$ cat src/hw/rtl/plin_pkg.sv
// Package for the pressure-to-flow linearizer: widths, scaling constants,
// coefficient and root-cell payload types. No dependencies.
package plin_pkg;

    localparam int SCALE_FACTOR = 60;
    localparam int RAW_W        = 16;
    localparam int MAG_W        = 16;
    localparam int FRAC_IN      = 24;
    localparam int C_W          = 24;
    localparam int FLOW_W       = 17;
    localparam int CFG_IDX_W    = 2;
    localparam int HSHIFT       = 12;
    localparam int OSHIFT       = 8;
    localparam int FLOW_MAX     = 65535;
    localparam int FLOW_MIN     = -65536;

    // magnitude scaling: q = mag * QUO + floor(mag * REMD / SCALE_FACTOR)
    localparam longint unsigned QUO   = (64'd1 << FRAC_IN) / SCALE_FACTOR;
    localparam longint unsigned REMD  = (64'd1 << FRAC_IN) % SCALE_FACTOR;
    localparam int QUO_W  = $clog2(QUO + 1);
    localparam int RD_W   = $clog2(SCALE_FACTOR + 1);
    localparam int HI_W   = MAG_W + QUO_W;
    localparam int Y_W    = MAG_W + RD_W;
    localparam int RCP_N  = MAG_W + 2 * RD_W;
    localparam longint unsigned RCP_M =
        ((64'd1 << RCP_N) + SCALE_FACTOR - 1) / SCALE_FACTOR;
    localparam int M_W    = RCP_N + 1;
    localparam int R_W    = Y_W + M_W;

    // root width
    localparam longint unsigned Q_MAX = (64'd32768 << FRAC_IN) / SCALE_FACTOR;
    localparam int Q_BITS = $clog2(Q_MAX + 1);
    localparam int S_W    = (Q_BITS + 1) / 2;
    localparam int Q_W    = 2 * S_W;
    localparam int REM_W  = S_W + 2;

    // polynomial widths
    localparam int P1_W   = C_W + S_W + 1;
    localparam int A1_W   = C_W + S_W - 10;
    localparam int P2_W   = A1_W + S_W + 1;
    localparam int A2_W   = A1_W + S_W - 10;
    localparam int LO_W   = 20;
    localparam int HI2_W  = A2_W - LO_W;
    localparam int PH_W   = HI2_W + S_W + 1;
    localparam int PL_W   = LO_W + S_W;
    localparam int P3_W   = A2_W + S_W + 1;
    localparam int A3_W   = A2_W + S_W - 10;
    localparam int NEG_W  = A3_W + 1;

    typedef enum logic [CFG_IDX_W-1:0] {
        CFG_CUBIC,
        CFG_SQUARE,
        CFG_LINEAR,
        CFG_OFFSET
    } cfg_idx_t;

    typedef struct packed {
        logic signed [C_W-1:0] c3;
        logic signed [C_W-1:0] c2;
        logic signed [C_W-1:0] c1;
        logic signed [C_W-1:0] c0;
    } coef_t;

    localparam coef_t COEF_RST = '{
        c3: -24'sd439,
        c2: 24'sd17144,
        c1: 24'sd486873,
        c0: -24'sd61630
    };

    typedef struct packed {
        logic [Q_W-1:0]   q;
        logic [REM_W-1:0] rem;
        logic [S_W-1:0]   root;
        logic             neg;
    } sqrt_t;

endpackage

$ cat src/hw/rtl/plin_sqrt_cell.sv
// One cell of the square-root chain: resolves one root bit per cell.
// Depends on plin_pkg.
module plin_sqrt_cell (
    input  logic            clk,
    input  logic            rst_n,
    input  logic            in_valid,
    output logic            in_ready,
    input  plin_pkg::sqrt_t in_data,
    output logic            out_valid,
    input  logic            out_ready,
    output plin_pkg::sqrt_t out_data
);

    logic                         valid_reg;
    plin_pkg::sqrt_t              data_reg;
    plin_pkg::sqrt_t              data_next;
    logic [plin_pkg::REM_W-1:0]   rem_sh;
    logic [plin_pkg::REM_W-1:0]   trial;

    assign in_ready = !valid_reg || out_ready;

    always_comb
    begin
        rem_sh      = {in_data.rem[plin_pkg::REM_W-3:0],
                       in_data.q[plin_pkg::Q_W-1:plin_pkg::Q_W-2]};
        trial       = {in_data.root, 2'b01};
        data_next.q = {in_data.q[plin_pkg::Q_W-3:0], 2'b00};
        data_next.neg = in_data.neg;
        if (rem_sh >= trial)
        begin
            data_next.rem  = rem_sh - trial;
            data_next.root = {in_data.root[plin_pkg::S_W-2:0], 1'b1};
        end
        else
        begin
            data_next.rem  = rem_sh;
            data_next.root = {in_data.root[plin_pkg::S_W-2:0], 1'b0};
        end
    end

    always_ff @(posedge clk or negedge rst_n)
    begin
        if (!rst_n)
        begin
            valid_reg <= 1'b0;
        end
        else if (in_ready)
        begin
            valid_reg <= in_valid;
        end
    end

    always_ff @(posedge clk)
    begin
        if (in_ready)
        begin
            data_reg <= data_next;
        end
    end

    assign out_valid = valid_reg;
    assign out_data  = data_reg;

endmodule

$ cat config.mk
export PLATFORM = sky130hd
export DESIGN_NAME = plin_sqrt_cell
export DESIGN_NICKNAME = d
export VERILOG_FILES = /design/src/hw/rtl/plin_pkg.sv /design/src/hw/rtl/plin_sqrt_cell.sv
export SDC_FILE = /design/constraint.sdc
export NUM_CORES = 1
export LEC_CHECK = 0
export BUFFER_PORTS_ARGS = -buffer_cell sky130_fd_sc_hd__buf_2
export CAP_MARGIN = 20
export CORE_UTILIZATION = 43
export CTS_BUF_LIST = sky130_fd_sc_hd__clkbuf_4 sky130_fd_sc_hd__clkbuf_8 sky130_fd_sc_hd__clkbuf_16
export DETAILED_ROUTE_END_ITERATION = 10
export PLACE_DENSITY = 0.81
export SYNTH_ARGS = -nofsm -noshare
export SYNTH_HDL_FRONTEND = slang
export SYNTH_SLANG_ARGS = --single-unit
$ cat constraint.sdc
create_clock -name clk -period 3.2 [get_ports clk]
set_input_delay 0.8 -clock clk [delete_from_list [all_inputs] [get_ports clk]]
set_output_delay 0.8 -clock clk [all_outputs]
set_load 0.1 [all_outputs]
=== After elaboration in Yosys (flattened, before gate mapping) ===
Cells that the tools add are included.

* Register bits after elaboration: 70
* Bits of input ports: 75
* Output and inout port bits: 73
* Logic and storage cells: 10

* Add/subtract/negate cells: 1
* Magnitude comparators: 1
* Multiplexer cells: 1
* Reduce and logical (&&, ||, !) cells: 2

{| class="wikitable"
|+ Operator list
! cell !! count
|-
| 36-bit 2-to-1 mux || 1
|-
| 19-bit >= comparator || 1
|-
| 19-bit subtractor || 1
|-
| 1-bit logical NOT || 1
|-
| 1-bit logical OR || 1
|}

=== Logic depth before layout (Yosys ltp) ===
* Word-level depth: 2
* Mapped depth: 10
* Mapped depth without buffers: 8

=== Worst setup path before layout ===
OpenSTA, ideal clock, no wires.

* Path kind: input port to output port
* Start point: in out_ready
* End point: out in_ready
* Arrival time: 3.205 ns
* Required time: 2.400 ns
* Setup slack: -0.805 ns
* Stages: 1
* Path buffers: 0
* Cell sequence: nand2b_1

* Cells in the longest elaborated chain, start to end: 1

{| class="wikitable"
|+ Ends and longest elaborated chain
! what !! line !! text
|-
| start: declaration || plin_sqrt_cell.sv:10 || <nowiki>input logic out_ready,</nowiki>
|-
| 1-bit logical OR || plin_sqrt_cell.sv:20 || <nowiki>assign in_ready = !valid_reg || out_ready;</nowiki>
|-
| end: declaration || plin_sqrt_cell.sv:7 || <nowiki>output logic in_ready,</nowiki>
|}

No other way between the ends.

==> run metrics <==
Post-Place Cells=508; clock tree from TritonCTS=yes; unique cell type count in the Yosys netlist=53; arrival time reported for the critical path endpoint=2.87 ns; die boundary height=approximately 90 µm; buffer depth of the longest clock path=2; worst-margin pin slew=0.873 ns; largest voltage drop on the vdd net=a little over 0.3 mV; crit start category=input pin; number of sinks driven by the clock tree=70; number of enable-type register cells in the synthesized netlist=69; RSZ-0062 raised after global routing=no; PnR worst setup slack=0.420 ns; final critical-path required period=2.78 ns; sequential fraction of the synthesis area=~60%; most used flip-flop cell after synthesis=sky130_fd_sc_hd__edfxtp_1; switching power=1.23 mW; worst rel slew slack=41.8%; overall die width=92.2 µm; Mapped Area=3500 µm²; Internal Dissipation=1.84 mW; dominant combinational cell family by area after synthesis=compound AO/OA/AOI/OAI gates; clock tree skew after final layout=around 0.0087 ns; I/O pins=148; DP Worst Slack=0.0496 ns; clock transition at the registers of the reported paths=0.08 ns; Final Max Tran Viols=0; register share of total power=37.0%; main area contributors after synthesis=sky130_fd_sc_hd__edfxtp_1 (59%), sky130_fd_sc_hd__ha_1 (6.8%), sky130_fd_sc_hd__mux2_2 (3.5%), sky130_fd_sc_hd__mux2_4 (3.0%), sky130_fd_sc_hd__a21oi_1 (2.6%); switching share of power=40.2%; xor/xnor share of the synthesized area=between 3 and 4%; Synth-to-Final Area Change=33.0%; number of synthesis warnings=0; count of final setup violators=0; Worst Hold Class=input pin to async pin; half-perimeter wire length of the detailed placement result=6180 µm; Core Region=just under 8000 µm²; overall die area=around 8500 µm²; maxcap violations=0; total of cells resized after clock tree synthesis=0; quantity of I/O buffers inserted on ports=roughly 140; Data required, critical path=3.29 ns; count of hold buffers inserted by post-cts repair=0; post-CTS repair timing setup buffer count=0; share of power burned in combinational logic=36.6%; Synth top cells by count=sky130_fd_sc_hd__edfxtp_1 (69), sky130_fd_sc_hd__inv_1 (22), sky130_fd_sc_hd__ha_1 (19); pin count of the biggest net entering global routing=71; number of placement rows=32; fraction of post-synthesis cell area in the top cell type by area=59.2%; most frequently used cell type in the post-synthesis netlist=sky130_fd_sc_hd__edfxtp_1; starting density of the core=44.8%; multiplexer fraction of the synthesized cell area=6.83%; Final Hold Vio Count=0; Antenna Cells=0; Placer Congestion=0.826; fraction of registers with async set/reset=under 10%; post-synthesis area per instance=13.6 µm²; number of standard cells in the layout, taps in and fillers out=524; post-synth top area cell=sky130_fd_sc_hd__edfxtp_1; Max H-tree Level=3; Crit Path Class=input pin to flip-flop; # DRC=0; total grt overflow=0; total CTS buffers=9; first-pass GRT wire length=12200 µm; CTS root buffer=sky130_fd_sc_hd__clkbuf_8; adder and majority cell fraction of the synthesized area=under 10%; number of nets in the layout=511; run status=complete, no violations; period utilization=86.9%; average detailed-routed wire length per instance=15.3 µm; post-synthesis instance total=258; Compound-Gate Fraction of Synth Area=11.3%; Post-DRT Antenna Nets=0; total routing resource utilization after global routing=18.8%; final total negative setup slack=0 ns; Leakage=approximately 2.1 nW; fraction of power consumed by the clock network=26.4%; Worst Hold Slack=about 0.21 ns; CP endpoint kind=flip-flop; vias in the first global route=2652; Pre-Repair DR Iteration Count=4; Synth Area in Simple Gates=7.61%; number of violations reported at the end of detailed-routing iteration 0=114; top fanout value on the critical path=11; final wirelength=roughly 8000 µm; via count=around 2.7k; power density of the placed cells=660 nW/µm²; antenna violations before repair=0; Yosys reg bits=70; fraction of final layout cells sized beyond drive strength 1=46.7%; worst-skew pair later-pin latency=0.34 ns; maximum achievable frequency=360 MHz; routed vias/inst=5.06
flip-flops by register name, indices dropped and copies added (netlist names):
name       cells
out_data      69
out_valid      1
stage by stage:
stage                     area (µm²)  total power, mW  util (%)
final                           4650             3.07      59.6
after global routing            4650             3.18      59.6
after CTS                       4650             3.09      59.6
after detailed placement        4420             2.28      56.7
after global placement          4420             2.26      56.7
after floorplan                 3510             2.07         -
final cells by class:
cell class	instances	area, µm²
fillers	658	3150
flip-flops and latches	70	2100
multi-input cells	161	1280
repair buffers	153	831
clock buffers	10	138
well taps	102	128
clock inverters	6	93.8
inverters	22	82.6
cell families after synthesis:
family | after synthesis
AOI/OAI and AO/OA | 56
xor gates and xnor gates | 15
adders and majority gates | 19
buffers and inverters | 28
DFF | 70
muxes | 19
other | 1
and+or+nand+nor | 50
power by group through the flow:
stage	logic, mW	registers (mW)	clock network, mW
floorplan	0.295	1.77	0
global placement	1.11	1.15	0
detailed placement	1.12	1.16	0
CTS	1.13	1.14	0.830
global route	1.17	1.14	0.861
finish	1.12	1.14	0.812
path summary, 6_finish.rpt:
| path | startpoint | to | slack (ns) | cells past startpoint |
|---|---|---|---|---|
| hold / removal | rst_n | out_valid | 0.21 | 1 |
| min in group clk | in_data[59] | out_data[61] | 0.63 | 1 |
| setup / recovery | in_data[3] | out_data[27] | 0.42 | 10 |
| hold reg to reg | out_valid | out_valid | 1.12 | 3 |
| max in group asynchronous | rst_n | out_valid | 2.90 | 1 |
| setup reg to reg | out_valid | out_data[13] | 1.57 | 2 |
worst max-delay path: stages:
cell	delay, ns
sky130_fd_sc_hd__buf_2	0.08
sky130_fd_sc_hd__inv_1	0.04
sky130_fd_sc_hd__ha_1	0.36
sky130_fd_sc_hd__a21oi_1	0.19
sky130_fd_sc_hd__o21ai_2	0.09
sky130_fd_sc_hd__o311ai_1	0.39
sky130_fd_sc_hd__nand4_2	0.22
sky130_fd_sc_hd__o211ai_4	0.18
sky130_fd_sc_hd__buf_12	0.18
sky130_fd_sc_hd__mux2_2	0.34
layout by cell type, fill, tap and decap left out, types with 2 or more instances in the layout:
cell,n
sky130_fd_sc_hd__edfxtp_1,69
sky130_fd_sc_hd__nand2b_1,5
sky130_fd_sc_hd__o211ai_1,5
sky130_fd_sc_hd__xor2_1,5
sky130_fd_sc_hd__o21ai_0,7
sky130_fd_sc_hd__buf_2,142
sky130_fd_sc_hd__nand3_1,3
sky130_fd_sc_hd__nor3_1,2
sky130_fd_sc_hd__bufinv_16,2
sky130_fd_sc_hd__a311o_1,2
sky130_fd_sc_hd__nor2_1,11
sky130_fd_sc_hd__buf_4,8
sky130_fd_sc_hd__a21oi_1,18
sky130_fd_sc_hd__clkinv_4,2
sky130_fd_sc_hd__o21a_1,5
sky130_fd_sc_hd__o22ai_1,2
sky130_fd_sc_hd__nand4_1,3
sky130_fd_sc_hd__ha_1,19
sky130_fd_sc_hd__nand2_1,12
sky130_fd_sc_hd__mux2_2,11
sky130_fd_sc_hd__a21o_1,2
sky130_fd_sc_hd__or2_2,2
sky130_fd_sc_hd__conb_1,2
sky130_fd_sc_hd__and2_1,3
sky130_fd_sc_hd__xnor2_1,10
sky130_fd_sc_hd__buf_12,3
sky130_fd_sc_hd__inv_1,22
sky130_fd_sc_hd__mux2_4,7
sky130_fd_sc_hd__clkbuf_8,10
routing by layer:
metal / global-route usage (%) / wire length (µm) / part of all wire (%) / up-vias
met5: 0 / 0 / 0 / -
met2: 33.5 / 4050 / 51 / 122
met4: 6.25 / 99 / 1.2 / 0
met3: 6.05 / 639 / 8.0 / 18
li1: - / - / - / 1288
met1: 21.1 / 3210 / 40 / 1226
Note: power is estimated with default switching activity, not from simulation.
