## config.mk

```make
export PLATFORM = sky130hd
export DESIGN_NAME = plin_horner_flat
export DESIGN_NICKNAME = d
export VERILOG_FILES = /design/src/hw/rtl/plin_pkg.sv /design/src/hw/rtl/plin_if.sv /design/src/hw/rtl/plin_horner.sv /design/src/flat_wrapper.sv
export SDC_FILE = /design/constraint.sdc
export NUM_CORES = 2
export LEC_CHECK = 0
export BUFFER_PORTS_ARGS = -buffer_cell sky130_fd_sc_hd__buf_2
export CORE_ASPECT_RATIO = 1.5
export CORE_UTILIZATION = 60
export DETAILED_ROUTE_END_ITERATION = 10
export PLACE_DENSITY = 0.77
export SYNTH_ARGS = -nofsm -noshare
export SYNTH_HDL_FRONTEND = slang
export SYNTH_SLANG_ARGS = --single-unit
```

## constraint.sdc

```tcl
create_clock -name clk -period 8.8 [get_ports clk]
set_input_delay 1.32 -clock clk [delete_from_list [all_inputs] [get_ports clk]]
set_output_delay 1.32 -clock clk [all_outputs]
set_load 0.05 [all_outputs]
```

## src/hw/rtl/plin_pkg.sv

```systemverilog
// Package for the pressure-to-flow linearizer: widths, scaling constants,
// coefficient and root-cell payload types. No dependencies.
package plin_pkg;

    localparam int SCALE_FACTOR = 60;
    localparam int RAW_W        = 16;
    localparam int MAG_W        = 16;
    localparam int FRAC_IN      = 24;
    localparam int C_W          = 24;
    localparam int FLOW_W       = 17;
    localparam int CFG_IDX_W    = 2;
    localparam int HSHIFT       = 12;
    localparam int OSHIFT       = 8;
    localparam int FLOW_MAX     = 65535;
    localparam int FLOW_MIN     = -65536;

    // magnitude scaling: q = mag * QUO + floor(mag * REMD / SCALE_FACTOR)
    localparam longint unsigned QUO   = (64'd1 << FRAC_IN) / SCALE_FACTOR;
    localparam longint unsigned REMD  = (64'd1 << FRAC_IN) % SCALE_FACTOR;
    localparam int QUO_W  = $clog2(QUO + 1);
    localparam int RD_W   = $clog2(SCALE_FACTOR + 1);
    localparam int HI_W   = MAG_W + QUO_W;
    localparam int Y_W    = MAG_W + RD_W;
    localparam int RCP_N  = MAG_W + 2 * RD_W;
    localparam longint unsigned RCP_M =
        ((64'd1 << RCP_N) + SCALE_FACTOR - 1) / SCALE_FACTOR;
    localparam int M_W    = RCP_N + 1;
    localparam int R_W    = Y_W + M_W;

    // root width
    localparam longint unsigned Q_MAX = (64'd32768 << FRAC_IN) / SCALE_FACTOR;
    localparam int Q_BITS = $clog2(Q_MAX + 1);
    localparam int S_W    = (Q_BITS + 1) / 2;
    localparam int Q_W    = 2 * S_W;
    localparam int REM_W  = S_W + 2;

    // polynomial widths
    localparam int P1_W   = C_W + S_W + 1;
    localparam int A1_W   = C_W + S_W - 10;
    localparam int P2_W   = A1_W + S_W + 1;
    localparam int A2_W   = A1_W + S_W - 10;
    localparam int LO_W   = 20;
    localparam int HI2_W  = A2_W - LO_W;
    localparam int PH_W   = HI2_W + S_W + 1;
    localparam int PL_W   = LO_W + S_W;
    localparam int P3_W   = A2_W + S_W + 1;
    localparam int A3_W   = A2_W + S_W - 10;
    localparam int NEG_W  = A3_W + 1;

    typedef enum logic [CFG_IDX_W-1:0] {
        CFG_CUBIC,
        CFG_SQUARE,
        CFG_LINEAR,
        CFG_OFFSET
    } cfg_idx_t;

    typedef struct packed {
        logic signed [C_W-1:0] c3;
        logic signed [C_W-1:0] c2;
        logic signed [C_W-1:0] c1;
        logic signed [C_W-1:0] c0;
    } coef_t;

    localparam coef_t COEF_RST = '{
        c3: -24'sd439,
        c2: 24'sd17144,
        c1: 24'sd486873,
        c0: -24'sd61630
    };

    typedef struct packed {
        logic [Q_W-1:0]   q;
        logic [REM_W-1:0] rem;
        logic [S_W-1:0]   root;
        logic             neg;
    } sqrt_t;

endpackage

```

## src/hw/rtl/plin_if.sv

```systemverilog


interface plin_out_if;
    logic                               valid;
    logic                               ready;
    logic signed [plin_pkg::FLOW_W-1:0] flow_value;
    logic                               saturated;

    modport source (output valid, output flow_value, output saturated, input ready);
    modport sink   (input valid, input flow_value, input saturated, output ready);
endinterface

```

## src/hw/rtl/plin_horner.sv

```systemverilog
// Cubic by Horner's rule on the root, sign, floor from Q.8 to integer and saturation.
// Eight stages; depends on plin_pkg and plin_if.
module plin_horner (
    input  logic            clk,
    input  logic            rst_n,
    input  logic            in_valid,
    output logic            in_ready,
    input  plin_pkg::sqrt_t in_data,
    input  plin_pkg::coef_t coef,
    plin_out_if.source      result
);

    localparam int NST = 8;

    logic [NST-1:0]                      v_reg;
    logic [NST-1:0]                      en;
    logic [NST-2:0]                      neg_reg;
    logic [plin_pkg::S_W-1:0]            s_reg [4];
    logic signed [plin_pkg::S_W:0]       s_in;
    logic signed [plin_pkg::S_W:0]       s1;
    logic signed [plin_pkg::S_W:0]       s3;
    logic signed [plin_pkg::P1_W-1:0]    p1_reg;
    logic signed [plin_pkg::A1_W-1:0]    a1_reg;
    logic signed [plin_pkg::P2_W-1:0]    p2_reg;
    logic signed [plin_pkg::A2_W-1:0]    a2_reg;
    logic signed [plin_pkg::PH_W-1:0]    ph_reg;
    logic [plin_pkg::PL_W-1:0]           pl_reg;
    logic signed [plin_pkg::P3_W-1:0]    p3_reg;
    logic signed [plin_pkg::A3_W-1:0]    a3_reg;
    logic signed [plin_pkg::HI2_W-1:0]   a2_hi;
    logic [plin_pkg::LO_W-1:0]           a2_lo;
    logic signed [plin_pkg::NEG_W-1:0]   nv;
    logic signed [plin_pkg::NEG_W-1:0]   fl;
    logic signed [plin_pkg::FLOW_W-1:0]  flow_next;
    logic                                sat_next;
    logic signed [plin_pkg::FLOW_W-1:0]  flow_reg;
    logic                                sat_reg;

    always_comb
    begin
        en[NST-1] = !v_reg[NST-1] || result.ready;
        for (int i = NST - 2; i >= 0; i--)
        begin
            en[i] = !v_reg[i] || en[i+1];
        end
    end

    assign in_ready = en[0];

    always_comb
    begin
        s_in  = $signed({1'b0, in_data.root});
        s1    = $signed({1'b0, s_reg[1]});
        s3    = $signed({1'b0, s_reg[3]});
        a2_hi = a2_reg[plin_pkg::A2_W-1:plin_pkg::LO_W];
        a2_lo = a2_reg[plin_pkg::LO_W-1:0];
        nv    = neg_reg[6] ? -plin_pkg::NEG_W'(a3_reg) : plin_pkg::NEG_W'(a3_reg);
        fl    = nv >>> plin_pkg::OSHIFT;
        if (fl > plin_pkg::NEG_W'(plin_pkg::FLOW_MAX))
        begin
            flow_next = plin_pkg::FLOW_W'(plin_pkg::FLOW_MAX);
            sat_next  = 1'b1;
        end
        else if (fl < plin_pkg::NEG_W'(plin_pkg::FLOW_MIN))
        begin
            flow_next = plin_pkg::FLOW_W'(plin_pkg::FLOW_MIN);
            sat_next  = 1'b1;
        end
        else
        begin
            flow_next = fl[plin_pkg::FLOW_W-1:0];
            sat_next  = 1'b0;
        end
    end

    always_ff @(posedge clk or negedge rst_n)
    begin
        if (!rst_n)
        begin
            v_reg <= '0;
        end
        else
        begin
            if (en[0])
            begin
                v_reg[0] <= in_valid;
            end
            for (int i = 1; i < NST; i++)
            begin
                if (en[i])
                begin
                    v_reg[i] <= v_reg[i-1];
                end
            end
        end
    end

    always_ff @(posedge clk)
    begin
        if (en[0])
        begin
            p1_reg     <= coef.c3 * s_in;
            s_reg[0]   <= in_data.root;
            neg_reg[0] <= in_data.neg;
        end
        if (en[1])
        begin
            a1_reg     <= plin_pkg::A1_W'(p1_reg >>> plin_pkg::HSHIFT)
                          + plin_pkg::A1_W'(coef.c2);
            s_reg[1]   <= s_reg[0];
            neg_reg[1] <= neg_reg[0];
        end
        if (en[2])
        begin
            p2_reg     <= a1_reg * s1;
            s_reg[2]   <= s_reg[1];
            neg_reg[2] <= neg_reg[1];
        end
        if (en[3])
        begin
            a2_reg     <= plin_pkg::A2_W'(p2_reg >>> plin_pkg::HSHIFT)
                          + plin_pkg::A2_W'(coef.c1);
            s_reg[3]   <= s_reg[2];
            neg_reg[3] <= neg_reg[2];
        end
        if (en[4])
        begin
            ph_reg     <= a2_hi * s3;
            pl_reg     <= plin_pkg::PL_W'(a2_lo) * plin_pkg::PL_W'(s_reg[3]);
            neg_reg[4] <= neg_reg[3];
        end
        if (en[5])
        begin
            p3_reg     <= (plin_pkg::P3_W'(ph_reg) <<< plin_pkg::LO_W)
                          + $signed(plin_pkg::P3_W'(pl_reg));
            neg_reg[5] <= neg_reg[4];
        end
        if (en[6])
        begin
            a3_reg     <= plin_pkg::A3_W'(p3_reg >>> plin_pkg::HSHIFT)
                          + plin_pkg::A3_W'(coef.c0);
            neg_reg[6] <= neg_reg[5];
        end
        if (en[7])
        begin
            flow_reg   <= flow_next;
            sat_reg    <= sat_next;
        end
    end

    assign result.valid      = v_reg[NST-1];
    assign result.flow_value = flow_reg;
    assign result.saturated  = sat_reg;

endmodule

```

## src/flat_wrapper.sv

```systemverilog
// flat-port wrapper written by rule: the top's interface ports become plain ports
module plin_horner_flat 
  (clk, rst_n, in_valid, in_ready, in_data, coef, result_valid, result_flow_value, result_saturated, result_ready);
  plin_out_if result_i ();
  input  logic clk;
  input  logic rst_n;
  input  logic in_valid;
  output logic in_ready;
  input  plin_pkg::sqrt_t in_data;
  input  plin_pkg::coef_t coef;
  output wire logic [$bits(result_i.valid)-1:0] result_valid;
  output wire logic [$bits(result_i.flow_value)-1:0] result_flow_value;
  output wire logic [$bits(result_i.saturated)-1:0] result_saturated;
  input wire logic [$bits(result_i.ready)-1:0] result_ready;
  assign result_valid = result_i.valid;
  assign result_flow_value = result_i.flow_value;
  assign result_saturated = result_i.saturated;
  assign result_i.ready = result_ready;
  plin_horner u_core (.clk(clk), .rst_n(rst_n), .in_valid(in_valid), .in_ready(in_ready), .in_data(in_data), .coef(coef), .result(result_i));
endmodule
```

== Word-level counts from Yosys, hierarchy flattened ==
Memories as Yosys holds them, arrays and structs flattened.
Cells that the tools add are included.

* Order comparisons: 2
* $add $sub $neg: 5
* Eq/ne operators: 0
* Reductions and logical operators: 16
* Div/mod/pow operators: 0
* Bitwise operators: 0
* Mux-type cells: 11
* $mul: 4
* Shift-type cells: 0

{| class="wikitable"
|+ Operators by type and width
! operator !! number
|-
| adder 56 x 38 -> 56 bit || 1
|-
| multiplier 31 x 18 -> 49 bit || 1
|-
| two-way mux 46 bit || 1
|-
| negation 45 -> 46 bit || 1
|-
| adder 44 x 24 -> 45 bit || 1
|-
| multiplier 24 x 18 -> 42 bit || 1
|-
| adder 37 x 24 -> 38 bit || 1
|-
| > comparator 38 x 17 -> 1 bit, second input constant || 1
|-
| < comparator 38 x 17 -> 1 bit, second input constant || 1
|-
| multiplier 20 x 17 -> 37 bit || 1
|-
| multiplier 18 x 18 -> 36 bit || 1
|-
| adder 30 x 24 -> 31 bit || 1
|-
| two-way mux 17 bit || 1
|-
| two-way mux 1 bit || 9
|-
| zero test 1 bit || 8
|-
| logical OR 1 bit || 8
|}

* Input bits: 171
* Flip-flop bits (word level): 367
* Output and inout bits: 20
* Logic and storage cells: 64
* Memory bits (writable): 68
* Bits in read-only memories: 0
* Bits in latches: 0
* Memories: 1

{| class="wikitable"
|+ Memories
! memory !! depth !! width !! rd ports !! clocked after memory_dff !! wr ports !! line !! source
|-
| u_core.s_reg || 4 || 17 || 4 || 0 || 4 || plin_horner.sv:18 || <nowiki>logic [plin_pkg::S_W-1:0] s_reg [4];</nowiki>
|}

== Longest topological paths before layout ==
* Depth after elaboration: 11
* Mapped depth: 28
* Mapped depth without buffers: 26

== Least setup slack after synthesis ==
OpenSTA, ideal clock, no wires.

* Kind: input -> output
* Start point: input port result_ready
* End point: output port in_ready
* Cell stages on the path: 6
* Setup slack: 1100 ps
* Buffers on the path: 0
* Data arrival time: 6380 ps
* Required time: 7480 ps
* Path through: nor2b_1 -> nand3_1 -> nor2_1 -> nand3_1 -> inv_1 -> nand3_1

* Cells in the longest elaborated chain, start to end: 8

{| class="wikitable"
|+ Ends and longest elaborated chain
! element !! line !! source
|-
| from (decl) || flat_wrapper.sv:14 || <nowiki>input wire logic [$bits(result_i.ready)-1:0] result_ready;</nowiki>
|-
| logical OR 1 bit || plin_horner.sv:41 || <nowiki>en[NST-1] = !v_reg[NST-1] || result.ready;</nowiki>
|-
| logical OR 1 bit (2 in a row) || plin_horner.sv:44 || <nowiki>en[i] = !v_reg[i] || en[i+1];</nowiki>
|-
| net u_core.en[5] || plin_horner.sv:16 || <nowiki>logic [NST-1:0] en;</nowiki>
|-
| logical OR 1 bit (3 in a row) || plin_horner.sv:44 ||
|-
| net u_core.en[2] || plin_horner.sv:16 ||
|-
| logical OR 1 bit (2 in a row) || plin_horner.sv:44 ||
|-
| to (decl) || flat_wrapper.sv:8 || <nowiki>output logic in_ready;</nowiki>
|}

The timed path passes the listed nets, and every way through them passes these cells.

==> metrics.md <==
| Metric | Value |
|---|---|
| I/O Buffers | roughly 140 |
| H-tree level count | 2 |
| Crit Path Class | flip-flop to flip-flop |
| Reg-to-reg critical path startpoint | u_core.s_reg[1][3] |
| GRT Overall Usage | approximately 28% |
| Synth warnings | 0 |
| R2r setup slk | about 0.7 ns |
| Resize count post-CTS | 0 |
| Clock Sinks | ~390 |
| Vias | 50200 |
| Crit start category | flip-flop |
| Hold depth | 0 |
| Hold_sp | u_core.s_reg[0][2] |
| Syn_nets | between 9000 and 10000 |
| Crit end category | flip-flop |
| Peak Freq | between 100 and 150 MHz |
| Reg2reg end | u_core.p2_reg[47] |
| Setup ws final | around 0.70 ns |
| Syn Area/Cell | 9.72 um2 |
| DR WL/cell | between 15 and 20 um |
| Cells after synthesis | ~7500 |
| Crit Path Max Fanout | 23 |
| CTS root buf | clkbuf_16 |
| Hold Path Sink | u_core.s_reg[1][2] |
| RSZ-0062 raised after global routing | no |
| Post-CTS Setup Repair Bufs | 0 |
| Hold-fix buffers at CTS | 0 |
| Num CTS Buffers | 41 |
| Die width | 286 um |
| Reg2Reg Depth | 24 |
| Share of cells above drive strength 1 | 4.34% |
| Worst slew pin tran | between 1 and 1.5 ns |
| Clock Latency Late Sink | around 0.60 ns |
| DP Worst Slack | between 0.5 and 0.6 ns |
| Top post-synthesis cells by count | inv_1 (1841), fa_1 (1485), nand2_1 (901), and2_1 (798), ha_1 (539) |
| TritonCTS clock tree | built |
| Core ar. | between 0.1 and 0.15 mm2 |
| Largest area contributor in the netlist | fa_1 |
| Initial Util | just over 60% |
| Core Rows | about 160 |
| Status | finished clean |
| # IOs | 191 |
| Placed insts | ~9000 |
| Initial antenna violation count | 7 |
| Drt pass-1 iters | 8 |
| Hold Crit Class | flip-flop to flip-flop |
| Main synth FF type | edfxtp_1 |
| Max clock buf depth | 3 |
| Top-count cell post-synth | inv_1 |
| Area Growth Syn to Fin | 4.79% |
| First-pass GRT wire length | roughly 270 mm |
| Grt ovf | 0 |
| Number of flip-flops in the largest register | between 60 and 70 |
| Yosys top cell area share | between 40% and 50% |
| Vias per std cell | 5.53 |
| Post-synth EDFFs | roughly 380 |
| Hold Fails Final Rpt | 0 |
| Die height | around 430 um |
| Largest net degree at the start of global routing | 58 |
| Max Cap Viol | 0 |
| Crit path time final | a little over 8 ns |
| Gpl congestion | about 0.92 |
| CTS clk-pin slew, worst paths | 0.06 ns |
| Ranking of synthesized cells by area | fa_1 (41%), edfxtp_1 (16%), inv_1 (9.5%), ha_1 (9.3%), and2_1 (6.9%) |
| Seq/Total Area, Yosys | between 10% and 20% |
| WP data arrival | 8.46 ns |
| Final Cycle Share | between 90% and 100% |
| Post-route DRC | 0 |
| Post-DRT Antenna Nets | 0 |
| Initial DRC Count | ~2500 |
| Synthesized area | roughly 0.073 mm2 |
| Setup_tns | 0 ns |
| Die Area | roughly 0.12 mm2 |
| Post-layout util | between 60 and 70% |
| Slew Viols, Final | 0 |
| WL final | 163 mm |
| WP data required | between 9 and 10 ns |
| Clk_skew | between 0.04 and 0.05 ns |
| Number of distinct library cells after synthesis | 72 |
| Fin cells | around 9100 |
| Vias in the first global route | 56700 |
| Post-synth ARST share | 2.07% |
| Flops & latches, synth | between 300 and 400 |
| Nets@finish | ~9700 |
| Final setup vio count | 0 |
| Diodes inserted | 0 |
| DP HPWL | ~130 mm |
| Rel. slew slack | approximately 25% |
## layer usage
| metal | GRT usage, % | up-vias | part of all wire [%] |
|---|---|---|---|
| met5 | 0 | - | 0.053 |
| met4 | 13.0 | 14 | 5.0 |
| met3 | 3.46 | 516 | 5.6 |
| met2 | 53.2 | 1631 | 55 |
| met1 | 29.6 | 25700 | 34 |
| li1 | - | 22300 | - |
## area by class of cell
cell class / count / area [um2]
fill: 9659 / 44100
tap: 1580 / 1980
sequential: 387 / 11600
multi-input combinational: 4986 / 53200
inverter: 1841 / 6910
clock buffer: 48 / 1060
clock inverter: 24 / 178
timing repair buffer: 209 / 1240
## cell usage in the layout, fill, tap and decap left out, types with 26 or more instances in the layout
cell type,n
inv_1,1840
fa_1,1485
nand2_1,898
and2_1,798
ha_1,539
edfxtp_1,379
xnor2_1,187
a21oi_1,173
nor2_1,153
buf_2,137
o21ai_0,112
a21o_1,92
xor2_1,87
buf_4,71
nand3_1,44
clkbuf_16,41
nor2b_1,39
o21a_1,36
nor3_1,35
nand2b_1,28
and3_1,26
## critical path: stages, from the launching register on
cell and delay, ns:
edfxtp_1 0.83, buf_4 0.38, and2_1 0.17, fa_1 0.53, inv_1 0.05, fa_1 0.50
fa_1 0.52, inv_1 0.06, fa_1 0.49, fa_1 0.49, inv_1 0.05, fa_1 0.49
inv_1 0.04, ha_1 0.35, a21o_1 0.18, a21oi_1 0.17, nor2b_1 0.08, o41a_1 0.37
a21o_1 0.21, o21ai_0 0.30, a21oi_1 0.24, a311oi_1 0.75, o21ai_0 0.28, a21oi_1 0.23
xnor2_1 0.08
## metrics by stage
stage / hold WS, ns / cell area, um2
finish: 0.418 / 76200
global route: 0.424 / 76200
CTS: 0.418 / 76200
detailed placement: 0.405 / 74900
global placement: 0.402 / 74900
floorplan: 0.400 / 72700
## worst max-delay path by stage
stage,start,end,slack [ns],depth (start not counted)
finish,u_core.s_reg[1][3],u_core.p2_reg[47],0.70,24
global route,u_core.s_reg[1][3],u_core.p2_reg[47],0.50,24
CTS,u_core.s_reg[1][3],u_core.p2_reg[47],0.77,24
detailed placement,in_data[10],u_core.p1_reg[35],0.55,26
global placement,in_data[10],u_core.p1_reg[35],0.63,26
floorplan,result_ready,in_ready,1.10,6
## cells by family (layout without fill, tap and decap cells)
kind of cell,Yosys count,count (layout),synth area share [%]
AND/OR/NAND/NOR,2101,2101,14.5
buffers and inverters,2101,2122,10.9
adder cells (fa/ha/maj),2024,2024,50.2
AO/OA/AOI/OAI,585,585,5.19
flip-flops,387,387,15.9
XOR/XNOR,274,274,3.30
multiplexers,2,2,0.0310
Power is left out: the tool's default activity adds up to more than one toggle a clock period on the data nets, which glitch-free logic cannot reach.
